==> config.mk <==
export PLATFORM = sky130hd
export DESIGN_NAME = linear_array_queue_engine
export DESIGN_NICKNAME = d
export VERILOG_FILES = /design/src/rtl/laqe_pkg.sv /design/src/rtl/laqe_ram.sv /design/src/rtl/laqe_ctrl.sv /design/src/rtl/linear_array_queue_engine.sv
export SDC_FILE = /design/constraint.sdc
export NUM_CORES = 2
export LEC_CHECK = 0
export BUFFER_PORTS_ARGS = -buffer_cell sky130_fd_sc_hd__buf_4
export CORE_ASPECT_RATIO = 0.9
export CORE_MARGIN = 2
export CORE_UTILIZATION = 50
export DETAILED_ROUTE_END_ITERATION = 10
export PLACE_DENSITY_LB_ADDON = 0.2
export SLEW_MARGIN = 20
export SYNTH_ARGS = -nofsm -noshare
export SYNTH_HDL_FRONTEND = slang
export SYNTH_SLANG_ARGS = --single-unit
==> constraint.sdc <==
create_clock -name clk -period 6.55 [get_ports clk]
set_clock_uncertainty 0.15 [all_clocks]
set_input_delay 0.9825 -clock clk [delete_from_list [all_inputs] [get_ports clk]]
set_output_delay 0.9825 -clock clk [all_outputs]
set_load 0.005 [all_outputs]
==> src/rtl/laqe_pkg.sv <==
`default_nettype none
package laqe_pkg;

	localparam int DEPTH  = 64;
	localparam int IDX_W  = $clog2(DEPTH);
	localparam int CNT_W  = $clog2(DEPTH + 1);
	localparam int WORD_W = 32;

	typedef enum logic [2:0] {
		MODE_ENQ    = 3'd0,
		MODE_DEQ    = 3'd1,
		MODE_FRONT  = 3'd2,
		MODE_REAR   = 3'd3,
		MODE_SEARCH = 3'd4,
		MODE_SORT   = 3'd5,
		MODE_STATUS = 3'd6
	} mode_t;

	typedef enum logic [1:0] {
		ST_OK       = 2'd0,
		ST_OVERFLOW = 2'd1,
		ST_EMPTY    = 2'd2,
		ST_NOTFOUND = 2'd3
	} status_t;

	typedef struct packed {
		logic              we;
		logic [IDX_W-1:0]  waddr;
		logic [WORD_W-1:0] wdata;
		logic [IDX_W-1:0]  raddr;
	} mem_req_t;

	typedef struct packed {
		logic [1:0]        status;
		logic [WORD_W-1:0] data;
		logic [CNT_W-1:0]  position;
		logic [CNT_W-1:0]  count;
		logic              is_empty;
		logic              is_full;
	} res_t;

endpackage
`default_nettype wire

==> src/rtl/laqe_ram.sv <==
`default_nettype none
module laqe_ram #(
	parameter int WIDTH = 32,
	parameter int DEPTH = 64
) (
	input  wire logic                     clk,
	input  wire logic                     we,
	input  wire logic [$clog2(DEPTH)-1:0] waddr,
	input  wire logic [WIDTH-1:0]         wdata,
	input  wire logic [$clog2(DEPTH)-1:0] raddr,
	output logic      [WIDTH-1:0]         rdata
);

	logic [WIDTH-1:0] mem_q [DEPTH];

	always_ff @(posedge clk) begin
		if (we) begin
			mem_q[waddr] <= wdata;
		end
		rdata <= mem_q[raddr];
	end

endmodule
`default_nettype wire

==> src/rtl/laqe_ctrl.sv <==
`default_nettype none
module laqe_ctrl
	import laqe_pkg::*;
(
	input  wire logic              clk,
	input  wire logic              arst_n,
	input  wire logic              start,
	input  wire logic [2:0]        mode,
	input  wire logic [WORD_W-1:0] value,
	input  wire logic [WORD_W-1:0] rdata,
	output logic                   idle,
	output logic                   done,
	output mem_req_t               mem,
	output res_t                   res
);

	typedef enum logic [2:0] {
		S_IDLE,
		S_READ,
		S_SRCH,
		S_SORT_I,
		S_SORT_J,
		S_SORT_W
	} state_t;

	state_t            state_q, state_n;
	logic [2:0]        op_q;
	logic [WORD_W-1:0] key_q;
	logic [WORD_W-1:0] cur_q, cur_n;
	logic [IDX_W-1:0]  head_q, head_n, tail_q, tail_n;
	logic [IDX_W-1:0]  idx_q, idx_n, j_q, j_n;
	logic              void_q, void_n;
	logic              full;

	assign full = !void_q && (tail_q == IDX_W'(DEPTH - 1));
	assign idle = (state_q == S_IDLE);

	always_comb begin
		state_n       = state_q;
		head_n        = head_q;
		tail_n        = tail_q;
		void_n        = void_q;
		idx_n         = idx_q;
		j_n           = j_q;
		cur_n         = cur_q;
		done          = 1'b0;
		mem.we        = 1'b0;
		mem.waddr     = tail_q;
		mem.wdata     = value;
		mem.raddr     = head_q;
		res.status    = ST_OK;
		res.data      = '0;
		res.position  = '0;

		unique case (state_q)
			S_IDLE: begin
				if (start) begin
					case (mode)
						MODE_ENQ: begin
							done = 1'b1;
							if (full) begin
								res.status = ST_OVERFLOW;
							end else if (void_q) begin
								head_n    = '0;
								tail_n    = '0;
								void_n    = 1'b0;
								mem.we    = 1'b1;
								mem.waddr = '0;
							end else begin
								tail_n    = tail_q + IDX_W'(1);
								mem.we    = 1'b1;
								mem.waddr = tail_q + IDX_W'(1);
							end
						end
						MODE_DEQ, MODE_FRONT, MODE_REAR: begin
							if (void_q) begin
								res.status = ST_EMPTY;
								done       = 1'b1;
							end else begin
								mem.raddr = (mode == MODE_REAR) ? tail_q : head_q;
								state_n   = S_READ;
							end
						end
						MODE_SEARCH: begin
							if (void_q) begin
								res.status = ST_NOTFOUND;
								done       = 1'b1;
							end else begin
								idx_n   = head_q;
								state_n = S_SRCH;
							end
						end
						MODE_SORT: begin
							// a single word is already in order
							if (void_q || head_q == tail_q) begin
								done = 1'b1;
							end else begin
								idx_n   = head_q;
								state_n = S_SORT_I;
							end
						end
						default: begin
							done = 1'b1;
						end
					endcase
				end
			end
			S_READ: begin
				res.data = rdata;
				done     = 1'b1;
				state_n  = S_IDLE;
				if (op_q == MODE_DEQ) begin
					if (head_q >= tail_q) begin
						head_n = '0;
						tail_n = '0;
						void_n = 1'b1;
					end else begin
						head_n = head_q + IDX_W'(1);
					end
				end
			end
			S_SRCH: begin
				if (rdata == key_q) begin
					res.position = CNT_W'(idx_q) - CNT_W'(head_q) + CNT_W'(1);
					done         = 1'b1;
					state_n      = S_IDLE;
				end else if (idx_q == tail_q) begin
					res.status = ST_NOTFOUND;
					done       = 1'b1;
					state_n    = S_IDLE;
				end else begin
					mem.raddr = idx_q + IDX_W'(1);
					idx_n     = idx_q + IDX_W'(1);
				end
			end
			S_SORT_I: begin
				cur_n     = rdata;
				mem.raddr = idx_q + IDX_W'(1);
				j_n       = idx_q + IDX_W'(1);
				state_n   = S_SORT_J;
			end
			S_SORT_J: begin
				// carry the smaller word, drop the larger into slot j
				if ($signed(cur_q) > $signed(rdata)) begin
					mem.we    = 1'b1;
					mem.waddr = j_q;
					mem.wdata = cur_q;
					cur_n     = rdata;
				end
				if (j_q == tail_q) begin
					state_n = S_SORT_W;
				end else begin
					mem.raddr = j_q + IDX_W'(1);
					j_n       = j_q + IDX_W'(1);
				end
			end
			S_SORT_W: begin
				mem.we    = 1'b1;
				mem.waddr = idx_q;
				mem.wdata = cur_q;
				if (idx_q + IDX_W'(1) == tail_q) begin
					done    = 1'b1;
					state_n = S_IDLE;
				end else begin
					idx_n     = idx_q + IDX_W'(1);
					mem.raddr = idx_q + IDX_W'(1);
					state_n   = S_SORT_I;
				end
			end
			default: begin
				state_n = S_IDLE;
			end
		endcase

		res.count    = void_n ? '0 : (CNT_W'(tail_n) - CNT_W'(head_n) + CNT_W'(1));
		res.is_empty = void_n;
		res.is_full  = !void_n && (tail_n == IDX_W'(DEPTH - 1));
	end

	always_ff @(posedge clk or negedge arst_n) begin
		if (!arst_n) begin
			state_q <= S_IDLE;
			head_q  <= '0;
			tail_q  <= '0;
			void_q  <= 1'b1;
		end else begin
			state_q <= state_n;
			head_q  <= head_n;
			tail_q  <= tail_n;
			void_q  <= void_n;
		end
	end

	always_ff @(posedge clk) begin
		if (start && state_q == S_IDLE) begin
			op_q  <= mode;
			key_q <= value;
		end
		idx_q <= idx_n;
		j_q   <= j_n;
		cur_q <= cur_n;
	end

endmodule
`default_nettype wire

==> src/rtl/linear_array_queue_engine.sv <==
`default_nettype none
// Non-circular array queue of signed 32-bit words with search and sort.
// Input channel (in_valid/in_ready) carries mode and value; output channel
// (out_valid/out_ready) returns one result item per input item: status,
// data, position, count, is_empty and is_full, all taken after the operation.
// One item is worked on at a time; the word store is a single RAM with one
// write and one registered read port, and that port shapes each operation:
//   enqueue, status, and any operation on an empty queue: done as accepted
//   dequeue, front, rear: one RAM read
//   search: words compared in turn from the head up to the first match
//   sort: for each slot, a scan of the later words, then a write back
// Results wait in an output register; the next item is taken in the same
// cycle as the previous result drains, so a stalled receiver holds the block
// with the result steady on the output ports.
// Reset clears the indices and marks the queue empty; the word store itself
// is not cleared, since only written slots are ever read.
module linear_array_queue_engine
	import laqe_pkg::*;
(
	input  wire logic                     clk,
	input  wire logic                     arst_n,
	input  wire logic                     in_valid,
	output logic                          in_ready,
	input  wire logic [2:0]               mode,
	input  wire logic signed [WORD_W-1:0] value,
	output logic                          out_valid,
	input  wire logic                     out_ready,
	output logic [1:0]                    status,
	output logic signed [WORD_W-1:0]      data,
	output logic [CNT_W-1:0]              position,
	output logic [CNT_W-1:0]              count,
	output logic                          is_empty,
	output logic                          is_full
);

	logic              start, idle, done;
	logic [WORD_W-1:0] rdata;
	mem_req_t          mem;
	res_t              res, res_q;
	logic              res_valid_q;

	assign in_ready = idle && (!res_valid_q || out_ready);
	assign start    = in_valid && in_ready;

	laqe_ctrl u_ctrl (
		.clk    (clk),
		.arst_n (arst_n),
		.start  (start),
		.mode   (mode),
		.value  (value),
		.rdata  (rdata),
		.idle   (idle),
		.done   (done),
		.mem    (mem),
		.res    (res)
	);

	laqe_ram #(
		.WIDTH (WORD_W),
		.DEPTH (DEPTH)
	) u_store (
		.clk   (clk),
		.we    (mem.we),
		.waddr (mem.waddr),
		.wdata (mem.wdata),
		.raddr (mem.raddr),
		.rdata (rdata)
	);

	always_ff @(posedge clk or negedge arst_n) begin
		if (!arst_n) begin
			res_valid_q <= 1'b0;
		end else if (done) begin
			res_valid_q <= 1'b1;
		end else if (out_ready) begin
			res_valid_q <= 1'b0;
		end
	end

	always_ff @(posedge clk) begin
		if (done) begin
			res_q <= res;
		end
	end

	assign out_valid = res_valid_q;
	assign status    = res_q.status;
	assign data      = res_q.data;
	assign position  = res_q.position;
	assign count     = res_q.count;
	assign is_empty  = res_q.is_empty;
	assign is_full   = res_q.is_full;

	a_empty_count: assert property (@(posedge clk) disable iff (!arst_n)
		out_valid |-> (is_empty == (count == '0)))
		else $error("empty flag disagrees with count");

	a_overflow_full: assert property (@(posedge clk) disable iff (!arst_n)
		out_valid && status == ST_OVERFLOW |-> is_full && !is_empty)
		else $error("overflow reported on a queue that is not full");

	a_position_range: assert property (@(posedge clk) disable iff (!arst_n)
		out_valid && position != '0 |-> status == ST_OK && position <= count)
		else $error("search position outside the held words");

	a_done_slot_free: assert property (@(posedge clk) disable iff (!arst_n)
		done |-> !res_valid_q || out_ready)
		else $error("result produced while output register still full");

endmodule
`default_nettype wire
==> run metrics <==
clock latency on the worst-skew pair roughly 0.87 ns; crit-path most repeated cell nand4_1; Least-Margin Pin Slew 1.15 ns; Hold WS 0.154 ns; Max Clk Rate 156 MHz; final count of hold timing violations 0; Hold Crit Class input pin to flop; Storage cell area 66400 um2; fin crit share between 90% and 100%; sequential share of the synthesized area 75.1%; Nets approximately 6500; sw frac 41.2%; pre-CTS WS 0.293 ns; Crit Path Max Fanout between 40 and 50; total die area between 150000 and 200000 um2; Die X 447 um; vias in the first global route 52616; GRT Total Usage a little under 30%; residual overflow from global routing 0; Post-Route WL 270000 um; Die Height 403 um; Flop pwr share 33.5%; yosys warns 0; H-tree depth 4; CP cell instances xor2_1, nor4_1, nand4_1, o211a_1, o32ai_1, and2_4, buf_12, buf_12, mux2i_1, a221o_1, a221oi_1, nand4_1, nand4_1; RSZ-0062 raised after global routing false; post-detail-place hpwl 157000 um; Async S/R FF share, synth less than 1%; drt initial violations 8491; Port-buffer cells 90; CP peak stage delay 0.88 ns; Placeable Area 176000 um2; Design Area, Final 101000 um2; share of cells above drive strength 1 12.8%; Combinational Power Share 43.0%; Num Clock Sinks 2226; Post-synth EDFFs 2177; Period minus WS final approximately 6.4 ns; row count between 100 and 150; clk slew on worst S/H paths around 0.060 ns; slowest stage cell, crit path dfxtp_1; Layout Cells excl Fill approximately 8900; Pwr per Cell Area between 500 and 600 nW/um2; Setup TNS 0 ns; vias per cell 6.22; post-synth cell types 86; first-pass GRT wire length 383000 um; required time of the critical path 7.10 ns; initial antenna violation count 23; RePlAce Congestion 0.920; Int Power 30.7 mW; GR peak layer met2; Syn Inst Count 6129; DR pass1 iterations 8; final setup vio count 0; met1 Use GR roughly 43%; max-cap viol count 0; Final Power 52.2 mW; Slew Viols, Final 0; Post-Syn Area 88400 um2; predominant post-synthesis flop cell edfxtp_1; Post-DRT Antenna Nets 0; IO Count 91; DR vias 55535; Final WS setup between 0.1 and 0.15 ns; leakage 35.1 nW; final design utilization 57.6%; total CTS buffers about 220; VDD IR-drop max 0.496 mV; CP Capture Type flop; Worst setup SP type flop; FF-to-FF path depth 13; met2 Use GR 44.4%; switching power 21.5 mW; Avg Cell Area, Syn 14.4 um2; CTS resizes 0; Rel. slew slack 22.9%; DP Area between 90000 and 100000 um2; fillers 13636; DRC 0; CTS tree yes; maximum root-to-sink buffer count 3; Initial Utilization 50.3%; clock share of power 23.5%; Mapped Nets ~6200; run status finished, final reports clean; multi-input logic area 20700 um2; DR WL/cell 30.2 um; GR Util met3 7.80%; Yosys reg bits 2226; largest net degree at the start of global routing 83; critical path type flop to flop; placed cell count 8517; Synth-to-Final Area Change 14.6%; root buffer cell clkbuf_16; Hold Path Cell Cnt 1; arrival time at the worst endpoint 6.95 ns
-- power by group through the flow --
stage / Clock (mW) / Sequential [mW] / Combinational [mW]
after CTS: 12.4 / 17.5 / 22.0
final: 12.3 / 17.5 / 22.4
after global routing: 13.0 / 17.5 / 23.8
after detailed placement: 0 / 17.8 / 21.9
after floorplan: 0 / 17.5 / 13.1
after global placement: 0 / 17.8 / 21.7
-- worst max-delay path: cells and delay by family (launching register included) --
kind	cells	cell delay [ns]
compound gates	4	1.57
xor+xnor	1	0.23
buf+inv	2	0.55
flops	1	0.88
mux	1	0.12
simple gates	5	2.56
-- layout make-up --
cell class,instances,share of cell area (%)
multi-input cells,3474,20.5
clock inverters,97,1.01
inverters,71,0.263
diodes,6,0.0148
clock buffers,298,5.85
flip-flops and latches,2226,65.5
well taps,2368,2.92
repair buffers,385,3.95
-- per-layer routing --
layer,routed length [um],share of wire (%),vias to the layer above
met1,107000,40,28018
met2,121000,45,3331
met3,32700,12,465
met4,9030,3.3,10
met5,49,0.018,-
li1,-,-,23711
-- worst paths after layout --
check	start	end	slack, ns
worst max-delay path	u_store.rdata[15]$_DFF_P_	u_store.rdata[26]$_DFF_P_	0.14
worst min-delay path	value[15]	u_ctrl.key_q[15]$_DFFE_PP_	0.15
worst max register to register	u_store.rdata[15]$_DFF_P_	u_store.rdata[26]$_DFF_P_	0.14
worst min register to register	u_store.rdata[3]$_DFF_P_	u_ctrl.cur_q[3]$_DFFE_PP_	0.33
max in group asynchronous	arst_n	u_ctrl.void_q$_DFF_PN1_	5.57
min in group asynchronous	arst_n	out_valid$_DFFE_PN0P_	0.40
-- logic make-up (layout without fill, tap and decap cells) --
family | Yosys count | count (layout) | synth area share, %
flip-flops | 2226 | 2226 | 75.1
adder cells (fa/ha/maj) | 66 | 66 | 0.951
AO/OA/AOI/OAI | 606 | 606 | 5.23
other | 0 | 6 | 0
multiplexers | 345 | 345 | 4.05
buffers and inverters | 429 | 851 | 2.17
XOR/XNOR | 64 | 64 | 0.642
AND/OR/NAND/NOR | 2393 | 2393 | 11.8
-- sequential cells by signal, summed over array words and instances (netlist names) --
| register | count |
|---|---|
| u_store.mem_q | 2048 |
| data | 32 |
| u_ctrl.cur_q | 32 |
| u_ctrl.key_q | 32 |
| u_store.rdata | 32 |
| count | 7 |
| position | 7 |
| u_ctrl.head_q | 6 |
| u_ctrl.idx_q | 6 |
| u_ctrl.j_q | 6 |
| u_ctrl.tail_q | 6 |
| u_ctrl.op_q | 3 |
| u_ctrl.state_q | 3 |
| status | 2 |
| is_empty | 1 |
| is_full | 1 |
| out_valid | 1 |
| u_ctrl.void_q | 1 |
-- Yosys cell counts, drive strengths merged, types with 4 or more instances --
cell	n	area share, %
a211o	10	0.099
a211oi	7	0.065
a21o	20	0.17
a21oi	45	0.26
a221o	7	0.079
a221oi	45	0.49
a22o	21	0.21
a22oi	23	0.20
a311oi	5	0.050
a31o	6	0.059
a31oi	170	1.2
a32o	32	0.36
a32oi	101	1.0
and2	6	0.042
and3	23	0.16
and4	18	0.18
buf	230	1.3
clkbuf	128	0.54
dfrtp	16	0.45
dfxtp	32	0.72
edfxtp	2177	74
ha	64	0.91
inv	70	0.30
mux2	36	0.46
mux2i	302	3.4
mux4	7	0.18
nand2	1473	6.3
nand3	490	2.8
nand4	152	1.1
nor2	126	0.54
nor2b	13	0.092
nor3	22	0.20
nor4	45	0.32
o2111ai	5	0.050
o211ai	14	0.12
o21a	11	0.095
o21ai	35	0.20
o21bai	5	0.042
o22a	5	0.050
o22ai	7	0.057
o32ai	4	0.040
or3	12	0.085
xnor2	18	0.18
xor2	46	0.46
-- cells in the final DEF (no fill, tap or decap), drive strengths merged, types with 45 or more instances in the layout --
master	count
nand2	1473
a221oi	45
edfxtp	2177
mux2i	302
a21oi	45
nor4	45
buf	384
nor2	126
inv	76
a31oi	170
clkbuf	298
ha	64
a32oi	101
clkinv	74
xor2	46
nand4	152
nand3	490
-- repair_timing --
action | CTS | global route
endpoints found under the hold margin | 16 | 0
buffers inserted | 0 | 4
endpoints found under the setup margin | 0 | 1
hold buffers | 1 | 0
Power figures use the tool's default switching activity.
